<file path="config.mk">
export PLATFORM = sky130hd
export DESIGN_NAME = lfns_front
export DESIGN_NICKNAME = d
export VERILOG_FILES = /design/src/rtl/core/lfns_pkg.sv /design/src/rtl/core/lfns_front.sv
export SDC_FILE = /design/constraint.sdc
export NUM_CORES = 1
export LEC_CHECK = 0
export ABC_AREA = 1
export BUFFER_PORTS_ARGS = -buffer_cell sky130_fd_sc_hd__buf_2
export CAP_MARGIN = 20
export CORE_ASPECT_RATIO = 0.7
export CORE_MARGIN = 2
export CORE_UTILIZATION = 55
export DETAILED_ROUTE_END_ITERATION = 16
export HOLD_SLACK_MARGIN = 0.15
export PLACE_DENSITY = 0.79
export SLEW_MARGIN = 15
export SYNTH_ARGS = -nofsm -noshare
export SYNTH_HDL_FRONTEND = slang
export SYNTH_SLANG_ARGS = --single-unit
</file>
<file path="constraint.sdc">
create_clock -name clk_i -period 5.7 [get_ports clk_i]
set_input_delay 0.57 -clock clk_i [delete_from_list [all_inputs] [get_ports clk_i]]
set_output_delay 0.57 -clock clk_i [all_outputs]
set_load 0.01 [all_outputs]
</file>
<file path="src/rtl/core/lfns_pkg.sv">
// Light frame node statistics: shared types and constants.
// Used by the modules under rtl/core except lfns_checker; depends on nothing.
`timescale 1ns / 1ps
`default_nettype none

package lfns_pkg;

  localparam int MaxChannels = 4096;
  localparam int MaxNodes    = 1024;

  localparam int CntW   = 13;              // channel_count / channels_per_node
  localparam int NcW    = 11;              // node_count
  localparam int PosW   = $clog2(MaxChannels);
  localparam int IdxW   = $clog2(MaxNodes);
  localparam int BriW   = 9;               // half-byte brightness 0..510
  localparam int QDepth = 4;
  localparam int QPtrW  = $clog2(QDepth);

  localparam logic [CntW-1:0] MaxChCfg   = CntW'(MaxChannels);
  localparam logic [NcW-1:0]  MaxNodeCfg = NcW'(MaxNodes);

  typedef enum logic [1:0] {
    CfgChannelCount    = 2'd0,
    CfgNodeCount       = 2'd1,
    CfgChannelsPerNode = 2'd2,
    CfgThreshold       = 2'd3
  } cfg_idx_e;

  typedef struct packed {
    logic [CntW-1:0] channel_count;
    logic [NcW-1:0]  node_count;
    logic [CntW-1:0] channels_per_node;
    logic [7:0]      threshold;
  } geom_t;

  // One queue beat: an optional finished node plus frame-end channel stats.
  typedef struct packed {
    logic            node_vld;
    logic [BriW-1:0] bright;
    logic [IdxW-1:0] idx;
    logic            frame_end;
    logic [12:0]     active_channels;
    logic [19:0]     level_sum;
    logic [7:0]      peak_level;
  } qent_t;

  typedef struct packed {
    logic [15:0] frame_number;
    logic [12:0] active_channels;
    logic [19:0] level_sum;
    logic [7:0]  peak_level;
    logic [10:0] active_nodes;
    logic [18:0] brightness_sum;
    logic [27:0] weighted_position_sum;
    logic [9:0]  run_count;
    logic [10:0] longest_run;
    logic [18:0] change_sum;
    logic        change_valid;
  } res_t;

endpackage

`default_nettype wire

</file>
<file path="src/rtl/core/lfns_front.sv">
// Front end: takes channel beats, keeps channel stats, closes nodes.
// Pushes node / frame-end records to the queue. Depends on lfns_pkg.
`timescale 1ns / 1ps
`default_nettype none

module lfns_front (
  input  wire logic           clk_i,
  input  wire logic           rst_ni,
  input  wire lfns_pkg::geom_t geom_i,
  input  wire logic           clear_i,
  input  wire logic           in_valid_i,
  output logic                in_ready_o,
  input  wire logic [7:0]     level_i,
  input  wire logic           q_full_i,
  output logic                q_push_o,
  output lfns_pkg::qent_t     q_ent_o
);

  logic [lfns_pkg::PosW-1:0] pos_q, pos_d;
  logic [lfns_pkg::NcW-1:0]  nidx_q, nidx_d;
  logic [lfns_pkg::PosW-1:0] pin_q, pin_d;
  logic [7:0]                npk_q, npk_d;
  logic [lfns_pkg::BriW-1:0] ntot_q, ntot_d;
  logic [12:0]               act_q, act_d;
  logic [19:0]               lsum_q, lsum_d;
  logic [7:0]                pk_q, pk_d;

  logic [lfns_pkg::CntW-1:0] cc, cpn, pin_n;
  logic [lfns_pkg::NcW-1:0]  nc;
  logic                      acc, last, in_node, node_done;
  logic [7:0]                npk_n;
  logic [lfns_pkg::BriW-1:0] ntot_n, bright;

  always_comb begin
    cc = geom_i.channel_count;
    if (cc == '0) cc = lfns_pkg::CntW'(1);
    else if (cc > lfns_pkg::MaxChCfg) cc = lfns_pkg::MaxChCfg;
    cpn = geom_i.channels_per_node;
    if (cpn == '0) cpn = lfns_pkg::CntW'(1);
    else if (cpn > lfns_pkg::MaxChCfg) cpn = lfns_pkg::MaxChCfg;
    nc = geom_i.node_count;
    if (nc == '0) nc = lfns_pkg::NcW'(1);
    else if (nc > lfns_pkg::MaxNodeCfg) nc = lfns_pkg::MaxNodeCfg;
  end

  assign in_ready_o = !q_full_i;
  assign acc        = in_valid_i && in_ready_o;
  assign last       = ({1'b0, pos_q} + lfns_pkg::CntW'(1)) >= cc;
  assign in_node    = nidx_q < nc;
  assign pin_n      = {1'b0, pin_q} + lfns_pkg::CntW'(1);
  assign npk_n      = (level_i > npk_q) ? level_i : npk_q;
  assign ntot_n     = (cpn < lfns_pkg::CntW'(3)) ? ntot_q + {1'b0, level_i} : ntot_q;
  assign node_done  = in_node && ((pin_n >= cpn) || last);

  // Max rule for wide nodes, doubled mean otherwise (a cut pair doubles its byte).
  always_comb begin
    if (cpn >= lfns_pkg::CntW'(3))      bright = {npk_n, 1'b0};
    else if (pin_n >= lfns_pkg::CntW'(2)) bright = ntot_n;
    else                                bright = {ntot_n[7:0], 1'b0};
  end

  always_comb begin
    act_d  = act_q + ((level_i > geom_i.threshold) ? 13'd1 : 13'd0);
    lsum_d = lsum_q + {12'd0, level_i};
    pk_d   = (level_i > pk_q) ? level_i : pk_q;
    pos_d  = pos_q + lfns_pkg::PosW'(1);
    nidx_d = nidx_q;
    pin_d  = pin_q;
    npk_d  = npk_q;
    ntot_d = ntot_q;
    if (in_node) begin
      if (node_done) begin
        nidx_d = nidx_q + lfns_pkg::NcW'(1);
        pin_d  = '0;
        npk_d  = '0;
        ntot_d = '0;
      end else begin
        pin_d  = pin_n[lfns_pkg::PosW-1:0];
        npk_d  = npk_n;
        ntot_d = ntot_n;
      end
    end
  end

  always_comb begin
    q_push_o                = acc && (node_done || last);
    q_ent_o.node_vld        = node_done;
    q_ent_o.bright          = bright;
    q_ent_o.idx             = nidx_q[lfns_pkg::IdxW-1:0];
    q_ent_o.frame_end       = last;
    q_ent_o.active_channels = act_d;
    q_ent_o.level_sum       = lsum_d;
    q_ent_o.peak_level      = pk_d;
  end

  always_ff @(posedge clk_i or negedge rst_ni) begin
    if (!rst_ni) begin
      pos_q  <= '0;
      nidx_q <= '0;
      pin_q  <= '0;
      npk_q  <= '0;
      ntot_q <= '0;
      act_q  <= '0;
      lsum_q <= '0;
      pk_q   <= '0;
    end else if (clear_i || (acc && last)) begin
      pos_q  <= '0;
      nidx_q <= '0;
      pin_q  <= '0;
      npk_q  <= '0;
      ntot_q <= '0;
      act_q  <= '0;
      lsum_q <= '0;
      pk_q   <= '0;
    end else if (acc) begin
      pos_q  <= pos_d;
      nidx_q <= nidx_d;
      pin_q  <= pin_d;
      npk_q  <= npk_d;
      ntot_q <= ntot_d;
      act_q  <= act_d;
      lsum_q <= lsum_d;
      pk_q   <= pk_d;
    end
  end

endmodule

`default_nettype wire

</file>
Word-level counts from Yosys, hierarchy flattened --
Cells that the tools add are included.
Cells by class: $add $sub $neg 7, multiply operators 0, div/mod/pow operators 0, order comparisons 12, equal/unequal tests 0, shift operators 0, muxes and demuxes 36, bitwise logic cells 0, reduce and logical (&&, ||, !) cells 16
Operators by type and width (count):
- 13-bit two-way mux | 6
- 12-bit two-way mux | 6
- 11-bit two-way mux | 6
- 8-bit two-way mux | 8
- 9-bit two-way mux | 7
- 20-bit two-way mux | 2
- 12-bit by 1-bit adder with 13-bit output, second input constant | 2
- 13-bit greater-or-equal comparator | 2
- 13-bit by 2-bit greater-or-equal comparator with 1-bit output, second input constant | 2
- 13-bit greater-than comparator, second input constant | 2
- 13-bit zero test | 2
- 8-bit greater-than comparator | 3
- 20-bit by 8-bit adder with 20-bit output | 1
- 13-bit by 1-bit adder with 13-bit output | 1
- 13-bit by 2-bit < comparator with 1-bit output, second input constant | 1
- 12-bit by 1-bit adder with 12-bit output, second input constant | 1
- 11-bit by 1-bit adder with 11-bit output, second input constant | 1
- 11-bit greater-than comparator, second input constant | 1
- 11-bit zero test | 1
- 11-bit < comparator | 1
- 9-bit by 8-bit adder with 9-bit output | 1
- 2-bit nonzero test | 3
- 1-bit logical AND | 4
- 1-bit logical OR | 3
- other kinds (4) | 4
Word-level totals: register bits after elaboration 93, latch bits 0, RAM bits 0, bits in read-only memories 0, input bits 58, word-level logic and storage cells 79, memories kept 0

Logic depth before layout (Yosys ltp) --
word-level depth 10, depth in mapped cells 23, mapped depth without buffers 22

Least setup slack after synthesis --
No wires, ideal clock.
path kind input port to output port, start in geom_i[3] (netlist bit), end out q_ent_o[40] (netlist bit), arrival 2.698 ns, data required time 5.130 ns, setup slack 2.432 ns, stages 14, buffers on the path 0, cell sequence inv_1 ha_1 nand2_1 o21bai_1 a21oi_1 o32a_1 ha_1 ha_1 nand3_1 nor3_1 nand3_1 or3_1 xor2_1 inv_1
RTL lines:
- start, declared | RTL line lfns_front.sv:9 | input wire lfns_pkg::geom_t geom_i,
- end, declared | RTL line lfns_front.sv:16 | output lfns_pkg::qent_t q_ent_o

Worst setup path after layout --
start reg pos_q[0] (netlist bit), end out q_push_o
Between the ends: word-level cells in the longest chain between the ends 6
RTL lines:
- start, declared | RTL line lfns_front.sv:19 | logic [lfns_pkg::PosW-1:0] pos_q, pos_d;
- start signal, assigned | RTL line lfns_front.sv:116 | pos_q <= pos_d;
- 12-bit by 1-bit adder with 13-bit output (*) | RTL line lfns_front.sv:48 | assign last = ({1'b0, pos_q} + lfns_pkg::CntW'(1)) >= cc;
- 13-bit greater-or-equal comparator (*) | RTL line lfns_front.sv:48
- 1-bit logical OR | RTL line lfns_front.sv:53 | assign node_done = in_node && ((pin_n >= cpn) || last);
- 1-bit logical AND | RTL line lfns_front.sv:53
- 1-bit logical OR (*) | RTL line lfns_front.sv:86 | q_push_o = acc && (node_done || last);
- 1-bit logical AND (*) | RTL line lfns_front.sv:86
- end, declared | RTL line lfns_front.sv:15 | output logic q_push_o,
Mark *: on every way between the ends. The rest lies on a longest branch, timed or not.

==> flow_summary.ini <==
[outcome]
status = finished, final reports clean

[routing]
drt_first_pass_iters = 5
drtAntennaViolNets = 0
vias = 7623
drt-vias-per-instance = 5.30
drt-total-wl_mm = 20.1
post_drt_wl_per_cell_um = 14.0
drt_iter0_drc = 810
drc = 0

[global_routing]
grt_pass1_wl_mm = 33.4
grtUsageTotal_pct = 26.3
grt_pass1_vias = 6800
grt_max_degree = 64
grt-ovfl-total = 0
antenna_found_initial = 0

[die]
ios = 122
die_area_sq_mm = 0.0155
initial_core_util_pct = 56.7
die_w_um = 148
core_sq_mm = 0.0141
fp-row-count = 36
die_h_um = 105

[yosys]
yosys-top-cells-area = dfrtp_1 (29%), nand2_1 (17%), ha_1 (13%), inv_1 (7.2%), nand3_1 (4.7%)
syn-cell-area_sq_mm = 0.00796
synth_edf_count = 0
ys_seq_elements = 93
synth_ff_type = dfrtp_1
synthCells = 1143
synth_top_cell_by_area = dfrtp_1
async_reset_ff_share_pct = 100
seq_area_frac_synth_pct = 29.2
synth_warnings = 0
synth_fp_nets = 1285
avgSynthCellArea_sq_um = 6.97
synth_cell_types = 42
yosysTopAreaCellShare_pct = 29.2
yosysMostFrequentCell = nand2_1
ys_top_cells_by_count = nand2_1 (369), inv_1 (153), dfrtp_1 (93)

[power]
irDropWorstVdd_v = 0.000169
p_total_mw = 2.22
power.density_mw_per_mm2 = 248
p_leak_nw = 5.05

[critical_path]
crit_slowest_cell = dfrtp_1
cpMostUsedCell = nand2_1
ff2ff_path_depth = 18
required_ns = 5.13
worst_ep_arrival_time_ns = 3.54
end_kind = output port
rr_endpoint = pos_q[5]$_DFFE_PN0P_
startpoint_type = flop
reg2reg_from = pos_q[0]$_DFFE_PN0P_
r2r_slack_ns = 1.64
cp_max_fo = 5
cp-startpoint = pos_q[0]$_DFFE_PN0P_
setup.worst_path.end = q_push_o
cp_cell_sequence = ha_1 -> nand2_1 -> nor3_1 -> nand3_1 -> nor3_1 -> xor2_1 -> ha_1 -> nand2_1 -> nand2_1 -> nand3_1 -> nand2_1 -> a21oi_1 -> nand2_1 -> nor2_1 -> nand2_1 -> nand3_1 -> o21ai_0 -> buf_2
criticalPathCategory = flop to output port
cp_slowest_stage_delay_ns = 0.44

[sta]
hold_viol_final = 0
slew_headroom_pct = 28.9
grt_setup_unrepaired = no
tightest_slew_ns = 1.06
max_freq_mhz = 244
finClkSkew_ns = 0.00579
fin_ws_ns = 1.59
final.min_clock_period_ns = 4.11
fin_worst_hold_slack_ns = 0.150
final_max_slew_viol_count = 0
fin_tns_setup_ns = 0
setup_viol = 0
period_share_pct = 72.0

[placed_design]
numPortBuffers = 121
place_ws_ns = 1.80
dpl.cell_count = 1422
dp_hpwl_mm = 15.4
gp_congestion = 0.880
placed_area_sq_mm = 0.00862

[clock_tree]
cts.sinks = 93
hold_buffers = 0
cts-buffers-inserted = 9
post_cts_resized = 0
cts_root_buf = clkbuf_16
worstSkewPairLatency_ns = 0.34
cts_setup_buffers = 0
tritoncts = built
h-tree-depth = 3
clk_pin_slew_ns = 0.07
ctsLongestPathBuffers = 2

[final_layout]
syn_to_final_growth_pct = 12.4
fin_cells = 1438
antenna_cells = 0
final_util_pct = 63.7
final_net_count = 1385
drive_above_1_share_pct = 13.5
finalInstanceArea_sq_mm = 0.00895

[run]
cap_violations = 0

[min_path]
hold_path.class = input pin to async pin
## per-layer routing
layer  track usage [%]  vias to the layer above  wire length [um]
li1                  -                     3881                 -
met1              40.8                     3475              9960
met2              38.7                      248              8500
met3              3.97                       19              1430
met4              5.51                        0               228
met5                 0                        -                 0
## worst max-delay path: cells and delay by family (launching register included)
family                   cells  cell delay [ns]
adder cells (fa/ha/maj)      2             0.51
buffers and inverters        1             0.16
AND/OR/NAND/NOR             12             1.47
XOR/XNOR                     1             0.28
AO/OA/AOI/OAI                2             0.32
flip-flops                   1             0.44
## layout by cell type, fill, tap and decap left out, types with 2 or more instances in the layout
cell,netlist,routed
clkbuf_8,0,2
o21ai_0,54,54
nand3b_1,4,4
a21boi_0,2,2
nor2_2,6,5
o22ai_1,5,5
a22o_1,15,15
a21oi_1,41,41
inv_2,4,4
nor2_4,3,4
nor3_1,23,23
nor2_1,65,65
nor4_1,3,3
nand2_2,7,7
nand2_1,369,369
bufinv_16,0,2
a21o_1,2,2
nand2_4,2,2
nand4_1,28,28
nand3_1,74,74
o21bai_1,5,5
o21a_1,2,2
buf_2,12,120
o21ai_1,5,5
xor2_1,39,39
xnor2_1,9,9
ha_1,82,82
buf_4,13,4
fa_1,2,2
dfrtp_1,93,93
clkbuf_16,0,9
inv_1,153,153
## final cells by class
| type | instances | area (sq um) |
|---|---|---|
| sequential | 93 | 2330 |
| fill | 1238 | 5100 |
| multi-input combinational | 857 | 4830 |
| clock inverter | 5 | 81.3 |
| clock buffer | 11 | 253 |
| tap | 190 | 238 |
| timing repair buffer | 124 | 631 |
| inverter | 158 | 593 |
## power by group
part	switching (mW)	internal [mW]	leakage, nW
Clock	0.261	0.409	0.162
Sequential	0.0568	0.717	1.28
Combinational	0.497	0.282	3.61
## worst min-delay path by stage
stage / start / end / slack, ns / cells past startpoint
CTS: rst_ni / ntot_q[7]$_DFFE_PN0P_ / 0.16 / 1
floorplan: rst_ni / act_q[0]$_DFFE_PN0P_ / 0.27 / 0
detailed placement: npk_q[7]$_DFFE_PN0P_ / npk_q[7]$_DFFE_PN0P_ / 0.47 / 2
global route: rst_ni / ntot_q[7]$_DFFE_PN0P_ / 0.18 / 1
global placement: npk_q[7]$_DFFE_PN0P_ / npk_q[7]$_DFFE_PN0P_ / 0.46 / 2
finish: rst_ni / ntot_q[7]$_DFFE_PN0P_ / 0.15 / 1
## registers in the layout, indices dropped and copies added (netlist names)
signal / cells
act_q: 13
pk_q: 8
lsum_q: 20
ntot_q: 9
npk_q: 8
nidx_q: 11
pos_q: 12
pin_q: 12
## kinds of logic after synthesis
family | share of synthesized area (%)
AO/OA/AOI/OAI | 10.1
AND/OR/NAND/NOR | 31.6
adder cells (fa/ha/maj) | 13.4
flip-flops | 29.2
XOR/XNOR | 5.48
buffers and inverters | 10.2
Note: power is estimated with default switching activity, not from simulation.
