[config.mk]
export PLATFORM = sky130hd
export DESIGN_NAME = lfns_queue
export DESIGN_NICKNAME = d
export VERILOG_FILES = /design/src/rtl/core/lfns_pkg.sv /design/src/rtl/core/lfns_queue.sv
export SDC_FILE = /design/constraint.sdc
export NUM_CORES = 1
export LEC_CHECK = 0
export ABC_AREA = 0
export ABC_CLOCK_PERIOD_IN_PS = 2700
export BUFFER_PORTS_ARGS = -buffer_cell sky130_fd_sc_hd__buf_2
export CORE_ASPECT_RATIO = 1.25
export CORE_MARGIN = 2
export CORE_UTILIZATION = 51
export CTS_BUF_LIST = sky130_fd_sc_hd__clkbuf_16
export DETAILED_ROUTE_END_ITERATION = 10
export PLACE_DENSITY = 0.86
export SYNTH_ARGS = -nofsm -noshare
export SYNTH_HDL_FRONTEND = slang
export SYNTH_SLANG_ARGS = --single-unit
[constraint.sdc]
create_clock -name clk_i -period 2.7 [get_ports clk_i]
set_clock_uncertainty 0.05 [all_clocks]
set_input_delay 0 -clock clk_i [delete_from_list [all_inputs] [get_ports clk_i]]
set_output_delay 0 -clock clk_i [all_outputs]
set_load 0.1 [all_outputs]
[src/rtl/core/lfns_pkg.sv]
// Light frame node statistics: shared types and constants.
// Used by the modules under rtl/core except lfns_checker; depends on nothing.
`timescale 1ns / 1ps
`default_nettype none

package lfns_pkg;

  localparam int MaxChannels = 4096;
  localparam int MaxNodes    = 1024;

  localparam int CntW   = 13;              // channel_count / channels_per_node
  localparam int NcW    = 11;              // node_count
  localparam int PosW   = $clog2(MaxChannels);
  localparam int IdxW   = $clog2(MaxNodes);
  localparam int BriW   = 9;               // half-byte brightness 0..510
  localparam int QDepth = 4;
  localparam int QPtrW  = $clog2(QDepth);

  localparam logic [CntW-1:0] MaxChCfg   = CntW'(MaxChannels);
  localparam logic [NcW-1:0]  MaxNodeCfg = NcW'(MaxNodes);

  typedef enum logic [1:0] {
    CfgChannelCount    = 2'd0,
    CfgNodeCount       = 2'd1,
    CfgChannelsPerNode = 2'd2,
    CfgThreshold       = 2'd3
  } cfg_idx_e;

  typedef struct packed {
    logic [CntW-1:0] channel_count;
    logic [NcW-1:0]  node_count;
    logic [CntW-1:0] channels_per_node;
    logic [7:0]      threshold;
  } geom_t;

  // One queue beat: an optional finished node plus frame-end channel stats.
  typedef struct packed {
    logic            node_vld;
    logic [BriW-1:0] bright;
    logic [IdxW-1:0] idx;
    logic            frame_end;
    logic [12:0]     active_channels;
    logic [19:0]     level_sum;
    logic [7:0]      peak_level;
  } qent_t;

  typedef struct packed {
    logic [15:0] frame_number;
    logic [12:0] active_channels;
    logic [19:0] level_sum;
    logic [7:0]  peak_level;
    logic [10:0] active_nodes;
    logic [18:0] brightness_sum;
    logic [27:0] weighted_position_sum;
    logic [9:0]  run_count;
    logic [10:0] longest_run;
    logic [18:0] change_sum;
    logic        change_valid;
  } res_t;

endpackage

`default_nettype wire

[src/rtl/core/lfns_queue.sv]
// Short FIFO of node / frame-end records between front and back.
// Depends on lfns_pkg.
`timescale 1ns / 1ps
`default_nettype none

module lfns_queue (
  input  wire logic            clk_i,
  input  wire logic            rst_ni,
  input  wire logic            clear_i,
  input  wire logic            push_i,
  input  wire lfns_pkg::qent_t push_ent_i,
  output logic                 full_o,
  input  wire logic            pop_i,
  output logic                 empty_o,
  output lfns_pkg::qent_t      head_o
);

  lfns_pkg::qent_t             ent_q [lfns_pkg::QDepth];
  logic [lfns_pkg::QPtrW-1:0]  wptr_q, rptr_q;
  logic [lfns_pkg::QPtrW:0]    cnt_q, cnt_d;
  logic                        do_push, do_pop;

  assign full_o  = cnt_q == (lfns_pkg::QPtrW+1)'(lfns_pkg::QDepth);
  assign empty_o = cnt_q == '0;
  assign head_o  = ent_q[rptr_q];
  assign do_push = push_i && !full_o;
  assign do_pop  = pop_i && !empty_o;

  always_comb begin
    cnt_d = cnt_q;
    if (do_push && !do_pop) cnt_d = cnt_q + (lfns_pkg::QPtrW+1)'(1);
    else if (do_pop && !do_push) cnt_d = cnt_q - (lfns_pkg::QPtrW+1)'(1);
  end

  always_ff @(posedge clk_i or negedge rst_ni) begin
    if (!rst_ni) begin
      wptr_q <= '0;
      rptr_q <= '0;
      cnt_q  <= '0;
    end else if (clear_i) begin
      wptr_q <= '0;
      rptr_q <= '0;
      cnt_q  <= '0;
    end else begin
      if (do_push) wptr_q <= wptr_q + lfns_pkg::QPtrW'(1);
      if (do_pop)  rptr_q <= rptr_q + lfns_pkg::QPtrW'(1);
      cnt_q <= cnt_d;
    end
  end

  always_ff @(posedge clk_i) begin
    if (do_push) ent_q[wptr_q] <= push_ent_i;
  end

endmodule

`default_nettype wire

# ---- Word level (Yosys, flattened, before mapping)
# Memories as Yosys holds them, arrays and structs flattened.
# Index checks and enable logic that the tools add are counted.
dict set report word_totals {
  regBits 7
  mem_bits_rw 248
  in_bits 67
  out_inout_bits 64
  elab_cells 30
  mem_count 1
}
dict set report classes {
  n_addsub 4
  eq_ne 1
  mux 9
  n_reduce_logical 12
}
# name depth width rd rd_clocked_by_memory_dff wr line_no
set memory_table {}
lappend memory_table {ent_q 4 62 1 0 1 lfns_queue.sv:18} ;# lfns_pkg::qent_t ent_q [lfns_pkg::QDepth];
# cell n
set op_table {}
lappend op_table {{$mux 3} 3}
lappend op_table {{$mux 2} 4}
lappend op_table {{$add 2x1->2 const B} 2}
lappend op_table {{$logic_and 1x1->1} 4}
lappend op_table {{$logic_not 1->1} 4}
lappend op_table {{$reduce_bool 2->1} 2}
lappend op_table {{$add 3x1->3 const B} 1}
lappend op_table {{$eq 3x3->1 const B} 1}
lappend op_table {{$logic_not 3->1} 1}
lappend op_table {{$reduce_bool 3->1} 1}
lappend op_table {{$sub 3x1->3 const B} 1}
lappend op_table {{$mux 1} 2}

# ---- Logic depth before layout (Yosys ltp)
# Gate-level depths: netlist of the first run.
dict set report logic_depth {
  ltp_word 8
  ltp_mapped 9
}

# ---- Least setup slack after synthesis of the first run
# Ideal clock, no wire load.
dict set report synth_timing {
  path_type {reg-to-reg}
  startpoint {register cnt_q[2] (netlist bit)}
  endpoint {memory ent_q[0][0] (netlist bit) (enable)}
  setup_time_ns 0.427
  arrival_time_ns 2.332
  path_slack_ns -0.109
  stages_incl_launch_ff 5
  n_path_buf 2
  period_less_slack_ns 2.809
  cell_sequence {dfrtp_1 buf_4 or3b_1 buf_2 and3_1}
}
dict set report synth_via {
  elab_chain_len 5
}
# item line_no
set synth_lines {}
lappend synth_lines {{from (decl)} lfns_queue.sv:20} ;# logic [lfns_pkg::QPtrW:0] cnt_q, cnt_d;
lappend synth_lines {{from (signal assigned)} lfns_queue.sv:47} ;# cnt_q <= cnt_d;
lappend synth_lines {{$eq 3x3->1} lfns_queue.sv:23} ;# assign full_o = cnt_q == (lfns_pkg::QPtrW+1)'(lfns_pkg::QDepth);
lappend synth_lines {{$logic_not 1->1} lfns_queue.sv:26} ;# assign do_push = push_i && !full_o;
lappend synth_lines {{$logic_and 1x1->1} lfns_queue.sv:26}
lappend synth_lines {{$mux 1} lfns_queue.sv:52} ;# if (do_push) ent_q[wptr_q] <= push_ent_i;
lappend synth_lines {{$mux 1 (implied by the code)} lfns_queue.sv:52}
lappend synth_lines {{to (decl)} lfns_queue.sv:18}
# Every way passes these cells.

# ---- Worst setup path in the final report of the first run
dict set report layout_timing {
  startpoint {register cnt_q[2] (netlist bit)}
  endpoint {register cnt_q[2] (netlist bit)}
}
dict set report layout_via {
  elab_chain_len 7
  elab_cells_between_ends 16
  cone_classes {add/sub (2); eq/ne (1); mux (3); reduce/logical (10)}
}
# item
set layout_lines {}
lappend layout_lines {{branches (longest 7 deep; another with $sub 3x1->3)}}
# Parallel ways; which one is timed is not known. The select of a mux whose other input is x is not followed.
# A chain may end at the register's enable or synchronous reset.

==> impl_metrics.py, run 1 <==
metrics = {
    "synthesis": {
        "syn-instance-count": 386,
        "synthMuxAreaShare_pct": 15.1,
        "async_flop_share_pct": 2.75,
        "avgSynthCellArea_um2": 24.6,
        "yosys_warnings": 0,
        "ys_seq_area_share_pct": 80.2,
        "synth_fp_nets": 458,
        "synth_compound_area_share_pct": 0.961,
        "ys.flop_type": "edfxtp_1",
        "ys_types": 33,
        "synth_top_family_by_area": "multiplexers",
        "synth-edff-count": 248,
        "yosys.area_share.adder_pct": 0.737,
        "synth_top_area_share_pct": 78.3,
        "synth_area_um2": 9510,
        "yosysTopAreaCell": "edfxtp_1",
        "yosys.area_share.simple_pct": 1.21,
        "synthXorXnorAreaFrac_pct": 0.184,
        "synth_common_cells": "248 x edfxtp_1, 62 x mux4_2, 9 x nor2_1",
        "ys_ff_latch": 255,
        "yosys-top-cells-area": "edfxtp_1 78%, mux4_2 15%, dfrtp_1 1.8%, buf_4 0.63%, ha_1 0.53%",
        "synth_most_common_cell": "edfxtp_1",
    },
    "pwr": {
        "p_leak_nw": 4.08,
        "ir_worst_vdd_uv": 723,
        "powerDensity_nw_per_um2": 1100,
        "power_w": 0.0131,
    },
    "floorplan": {
        "start_util_pct": 52.3,
        "core_area_um2": 18200,
        "die_y_um": 157,
        "die-area_um2": 19800,
        "die_x_um": 126,
        "num_rows": 55,
        "ioPinCount": 131,
    },
    "clocking": {
        "holdBufCountCts": 68,
        "root_buffer": "clkbuf_16",
        "cts_tree": "done",
        "cts_resized": 0,
        "clk_latency_ns": 0.50,
        "h-tree-depth": 1,
        "numClockSinks": 255,
        "clk_path_buf_depth": 3,
        "post_cts_buffers": 0,
        "clk_pin_slew_ns": 0.07,
        "numCtsBuffers": 23,
    },
    "sta": {
        "slew_headroom_pct": 37.8,
        "tns_ns": 0,
        "timing_hold_violations_final": 0,
        "drv_slew": 0,
        "tightest_slew_ns": 0.933,
        "max_freq_ghz": 0.382,
        "finalCriticalPeriod_ns": 2.62,
        "setup_violations": 0,
        "min_period_over_period_pct": 97.0,
        "rsz0062_at_grt": "no",
    },
    "setup_path": {
        "cp_data_arrival_time_ns": 3.00,
        "path_max_fanout": 9,
        "startpoint_type": "flop",
        "path_class": "reg2reg",
        "endpoint_kind": "flop",
        "required_ns": 3.08,
        "reg2reg_to": "cnt_q[2]",
        "reg2reg_slack_ns": 0.08,
        "worst_r2r_startpoint": "cnt_q[2]",
        "rr_worst_depth": 7,
    },
    "global_route": {
        "grt_pass1_wl_mm": 27.2,
        "grt_max_degree": 64,
        "track_usage_pct": 17.8,
        "grt_pass1_vias": 5081,
        "grt_antenna_before_repair": 0,
        "grt.overflow.total": 0,
    },
    "placement": {
        "place_congestion": 0.807,
        "portBuffers": 130,
        "dp.final_hpwl_mm": 9.78,
    },
    "worst_hold_path": {
        "hold_class": "in2reg",
        "hold_end": "ent_q[3][44]",
        "min-delay-start": "push_ent_i[44]",
        "hold_path_depth": 2,
    },
    "detailed_routing": {
        "wirelength_mm": 17.2,
        "vias": 4626,
        "via_per_inst": 5.51,
        "dr.first_iter.drc_count": 250,
        "drt_pre_antenna_iters": 4,
        "route.detailed.drc": 0,
        "routedWlPerCell_um": 20.5,
        "antenna_left": 0,
    },
    "cells_and_area": {
        "nets": 667,
        "antennaDiodeCount": 0,
        "drive_gt1_share_pct": 40.4,
        "syn_to_final_growth_pct": 25.6,
    },
    "run": {
        "maxCapViolations": 0,
    },
    "outcome": {
        "status": "completed",
    },
}
## stage by stage
step | setup WS, ns | hold slack [ns] | util [%] | instance area [um^2] | instances
after floorplan | 0.113 | -0.346 | - | 9510 | 386
after global placement | 0.325 | -0.208 | 57.5 | 10500 | 730
after detailed placement | 0.263 | -0.201 | 57.5 | 10500 | 730
after CTS | 0.204 | 0.179 | 65.7 | 11900 | 840
after global routing | 0.0346 | 0.192 | 65.7 | 11900 | 840
final | 0.0819 | 0.194 | 65.7 | 11900 | 840
## state kept, by name, summed over array words and instances (netlist names)
signal / count
wptr_q: 2
cnt_q: 3
rptr_q: 2
ent_q: 248
## area by class of cell
cell class / instances / area (um^2)
Clock buffer: 23 / 576
Clock inverter: 19 / 226
Fill cell: 1181 / 6230
Inverter: 6 / 27.5
Multi-Input combinational cell: 105 / 1750
Sequential cell: 255 / 7630
Tap cell: 228 / 285
Timing Repair Buffer: 204 / 1440
## worst max-delay path: stages (launching register included)
cell and delay (ns):
dfrtp_1 0.51, or3b_1 0.53, clkinv_4 0.12, nor3_1 0.06, fa_1 0.45, and4bb_2 0.27
a311oi_1 0.31, o311a_1 0.24
## kinds of logic after synthesis
kind of cell / Yosys count
mux: 66
compound gates: 11
buf+inv: 26
flops: 255
fa+ha+maj: 5
simple gates: 21
xor+xnor: 2
## layout by cell type, fill, tap and decap left out, types with 2 or more instances in the layout
cell           synthesis  routed
a21oi_1                2       2
and3_4                 0       4
buf_12                 0       5
buf_2                  8     130
bufinv_16              0       5
clkbuf_16              0      23
clkinv_1               0       6
clkinv_2               0       4
clkinv_4               1       2
dfrtp_1                7       5
dfrtp_4                0       2
dlygate4sd3_1          0      68
edfxtp_1             248     248
ha_1                   4       4
inv_1                  5       5
inv_6                  0       2
mux2_2                 2       2
mux2i_1                2       2
mux4_2                62      62
nand3_1                2       2
nand3b_1               2       2
nor2_1                 9       9
nor3_1                 2       2
xor2_1                 2       2
## where the power goes
| part | internal [W] | switching, W |
|---|---|---|
| clock | 0.00204 | 0.00136 |
| combinational | 0.00111 | 0.00372 |
| sequential | 0.00471 | 0.000208 |
## per-layer routing
| metal | vias up | part of all wire (%) | GRT usage, % |
|---|---|---|---|
| met1 | 2386 | 38 | 22.0 |
| met3 | 31 | 4.9 | 2.94 |
| met2 | 152 | 55 | 32.5 |
| met4 | 0 | 1.9 | 5.08 |
| met5 | - | 0 | 0 |
| li1 | 2057 | - | - |
## worst max path at each step
| stage | cells after the start | endpoint | slack (ns) | from |
|---|---|---|---|---|
| global placement | 7 | cnt_q[2] | 0.33 | cnt_q[2] |
| CTS | 2 | head_o[42] | 0.20 | rptr_q[1] |
| detailed placement | 7 | cnt_q[2] | 0.26 | cnt_q[2] |
| finish | 7 | cnt_q[2] | 0.08 | cnt_q[2] |
| global route | 7 | cnt_q[2] | 0.03 | cnt_q[2] |
| floorplan | 2 | empty_o | 0.11 | cnt_q[0] |
No activity file was read; power rests on OpenSTA's default activity.
==> run 2, diff against run 1 <==
--- a/config.mk
+++ b/config.mk
@@ -5,11 +5,11 @@
 export SDC_FILE = /design/constraint.sdc
 export NUM_CORES = 1
 export LEC_CHECK = 0
-export ABC_AREA = 0
+export ABC_AREA = 1
 export ABC_CLOCK_PERIOD_IN_PS = 2700
 export BUFFER_PORTS_ARGS = -buffer_cell sky130_fd_sc_hd__buf_2
 export CORE_ASPECT_RATIO = 1.25
-export CORE_MARGIN = 2
+export CORE_MARGIN = 3
 export CORE_UTILIZATION = 51
 export CTS_BUF_LIST = sky130_fd_sc_hd__clkbuf_16
 export DETAILED_ROUTE_END_ITERATION = 10
@@ -17,3 +17,4 @@
 export SYNTH_ARGS = -nofsm -noshare
 export SYNTH_HDL_FRONTEND = slang
 export SYNTH_SLANG_ARGS = --single-unit
+export TNS_END_PERCENT = 20
==> run 2 against run 1 <==
Sequential cell count stayed put. Critical endpoint is now ent_q[2][61]. Sequential share of layout area down 0.24 points. Non-clock buffer count is 9 higher. Synthesized cell count is 72% higher. First-iteration DRC count increased by 99%. Combinational power is 30% higher. Largest power group is now combinational cells. Cell count up 32%.
==> impl_metrics.py, run 2 <==
metrics = {
    "synthesis": {
        "synth_area_um2": 9680,
        "yosys_warnings": 0,
        "ys_seq_area_share_pct": 78.8,
        "async_flop_share_pct": 2.75,
        "avgSynthCellArea_um2": 14.5,
        "synth_common_cells": "248 x edfxtp_1, 129 x nor2_1, 126 x o21ai_0",
        "synth_most_common_cell": "edfxtp_1",
        "synth-edff-count": 248,
        "ys_ff_latch": 255,
        "yosys-top-cells-area": "edfxtp_1 77%, o21ai_0 6.5%, nor2_1 5.0%, o22ai_1 4.0%, dfrtp_1 1.8%",
        "syn-instance-count": 665,
        "ys_types": 27,
        "synth_top_area_share_pct": 77.0,
        "yosysTopAreaCell": "edfxtp_1",
        "synth_fp_nets": 737,
        "ys.flop_type": "edfxtp_1",
    },
    "sta": {
        "hold-worst-slack_ns": 0.200,
        "max_freq_ghz": 0.398,
        "timing_hold_violations_final": 0,
        "rsz0062_at_grt": "no",
        "min_period_over_period_pct": 93.2,
        "finalCriticalPeriod_ns": 2.52,
        "tightest_slew_ns": 1.12,
        "drv_slew": 0,
        "slew_headroom_pct": 25.0,
        "setup_violations": 0,
        "worst_slack_ns": 0.185,
        "tns_ns": 0,
    },
    "placement": {
        "dpl.cell_count": 995,
        "dp_slack_ns": 0.223,
        "place_congestion": 0.776,
        "portBuffers": 130,
        "dp.final_hpwl_mm": 11.4,
    },
    "run": {
        "maxCapViolations": 0,
    },
    "cells_and_area": {
        "drive_gt1_share_pct": 21.5,
        "syn_to_final_growth_pct": 23.8,
        "antennaDiodeCount": 0,
        "largest-register": "ent_q",
        "final_cells": 1107,
        "largest_register_ffs": 248,
        "nets": 935,
        "largest_registers": "ent_q: 248 flops, cnt_q: 3 flops",
        "final_cell_mix": "248 x edfxtp_1, 130 x buf_2, 126 x o21ai_0, 125 x nor2_1, 70 x dlygate4sd3_1",
        "final_common_cell": "edfxtp_1",
    },
    "pwr": {
        "p_comb_share_pct": 44.3,
        "ir_worst_vdd_uv": 925,
        "powerDensity_nw_per_um2": 1190,
        "pwr-share-seq_pct": 34.8,
        "cell_internal_pwr_w": 0.00746,
        "power.share.switching_pct": 47.4,
        "pwr-share-clk_pct": 20.9,
        "p_sw_w": 0.00673,
        "power_w": 0.0142,
        "p_leak_nw": 4.31,
    },
    "setup_path": {
        "crit_chain": "inv_1 -> nand2_1 -> o21ai_4 -> buf_4 -> nor2_4 -> buf_4",
        "startpoint_type": "flop",
        "path_max_fanout": 35,
        "critical_path.max_stage_delay_ns": 0.84,
        "path_common_cell": "buf_4",
        "required_ns": 2.83,
        "path_class": "reg2reg",
        "cp_data_arrival_time_ns": 2.64,
        "endpoint_kind": "flop",
        "crit_slowest_cell": "nor2_4",
        "reg2reg_slack_ns": 0.18,
    },
    "clocking": {
        "cts_resized": 0,
        "clk_latency_ns": 0.49,
        "clk_path_buf_depth": 3,
        "cts_tree": "done",
        "root_buffer": "clkbuf_16",
        "numCtsBuffers": 23,
        "clk_pin_slew_ns": 0.06,
        "h-tree-depth": 1,
        "numClockSinks": 255,
    },
    "worst_hold_path": {
        "hold_class": "in2reg",
    },
    "floorplan": {
        "core_area_um2": 18400,
        "die_y_um": 160,
        "die-area_um2": 20700,
        "start_util_pct": 52.7,
        "die_x_um": 129,
        "num_rows": 55,
        "ioPinCount": 131,
    },
    "global_route": {
        "track_usage_pct": 20.3,
        "grt_max_degree": 126,
        "grt.overflow.total": 0,
        "grt_pass1_vias": 6363,
        "grt_antenna_before_repair": 0,
        "grt_pass1_wl_mm": 32.9,
    },
    "detailed_routing": {
        "via_per_inst": 5.64,
        "vias": 6249,
        "route.detailed.drc": 0,
        "routedWlPerCell_um": 19.1,
        "wirelength_mm": 21.1,
        "antenna_left": 0,
        "dr.first_iter.drc_count": 498,
        "drt_pre_antenna_iters": 5,
    },
    "outcome": {
        "status": "completed",
    },
}
## run 2: cell count changes in the layout (fill, tap and decap cells not counted), sizes merged, moves of 3 or more
| cell | previous run | this run |
|---|---|---|
| mux4 | 62 | 0 |
| nor2 | 9 | 131 |
| bufinv | 5 | 1 |
| buf | 136 | 143 |
| nand3 | 2 | 5 |
| and3 | 4 | 0 |
| nand2 | 0 | 17 |
| inv | 7 | 22 |
| o22ai | 0 | 62 |
| o21ai | 2 | 128 |
## run 2: cell families after synthesis
group / after synthesis / synth area share, %
adders and majority gates: 5 / 0.724
xor gates and xnor gates: 1 / 0.0905
buffers and inverters: 56 / 2.88
DFF: 255 / 78.8
AOI/OAI and AO/OA: 194 / 11.1
and+or+nand+nor: 154 / 6.47
## run 2: worst paths after layout
path | startpoint | endpoint | depth (start not counted)
max | cnt_q[0] | ent_q[2][61] | 6
min | push_ent_i[28] | ent_q[0][28] | 2
max reg2reg | cnt_q[0] | ent_q[2][61] | 6
min reg2reg | cnt_q[0] | cnt_q[0] | 2
max in group asynchronous | rst_ni | rptr_q[0] | 3
min in group asynchronous | rst_ni | cnt_q[0] | 3
## run 2: area by class of cell
class | instances | area, um^2
timing repair buffer | 213 | 1520
fill | 1210 | 6400
clock buffer | 23 | 576
inverter | 16 | 61.3
multi-input combinational | 354 | 1800
clock inverter | 18 | 100
sequential | 255 | 7630
tap | 228 | 285
## run 2: power by group through the flow
stage | Combinational [W] | Clock [W] | Sequential (W)
2_1_floorplan | 0.00511 | 0 | 0.00500
3_3_place_gp | 0.00608 | 0 | 0.00501
3_5_place_dp | 0.00616 | 0 | 0.00503
4_1_cts | 0.00628 | 0.00298 | 0.00495
5_1_grt | 0.00655 | 0.00316 | 0.00498
6_report | 0.00629 | 0.00296 | 0.00495
## run 2: critical path: cells and delay by family (launching register included)
kind,cells,cell delay (ns)
AND/OR/NAND/NOR,2,0.99
buffers and inverters,3,0.69
AO/OA/AOI/OAI,1,0.09
flip-flops,1,0.38
## run 2: layer usage
| layer | vias to the layer above | track usage, % | share of wire, % |
|---|---|---|---|
| li1 | 2884 | - | - |
| met1 | 3074 | 24.4 | 37 |
| met2 | 237 | 36.1 | 54 |
| met3 | 54 | 2.91 | 5.5 |
| met4 | 0 | 8.40 | 3.4 |
| met5 | - | 0 | 0 |
## run 2: stage by stage
step / utilization (%) / cell area, um^2
floorplan: - / 9690
global placement: 57.7 / 10600
detailed placement: 57.7 / 10600
CTS: 65.1 / 12000
global route: 65.2 / 12000
finish: 65.2 / 12000
## run 2: timing repair
action	CTS	global route
buffers inserted	0	1
setup endpoints to repair	0	1
hold buffers	70	0
hold endpoints to repair	262	0
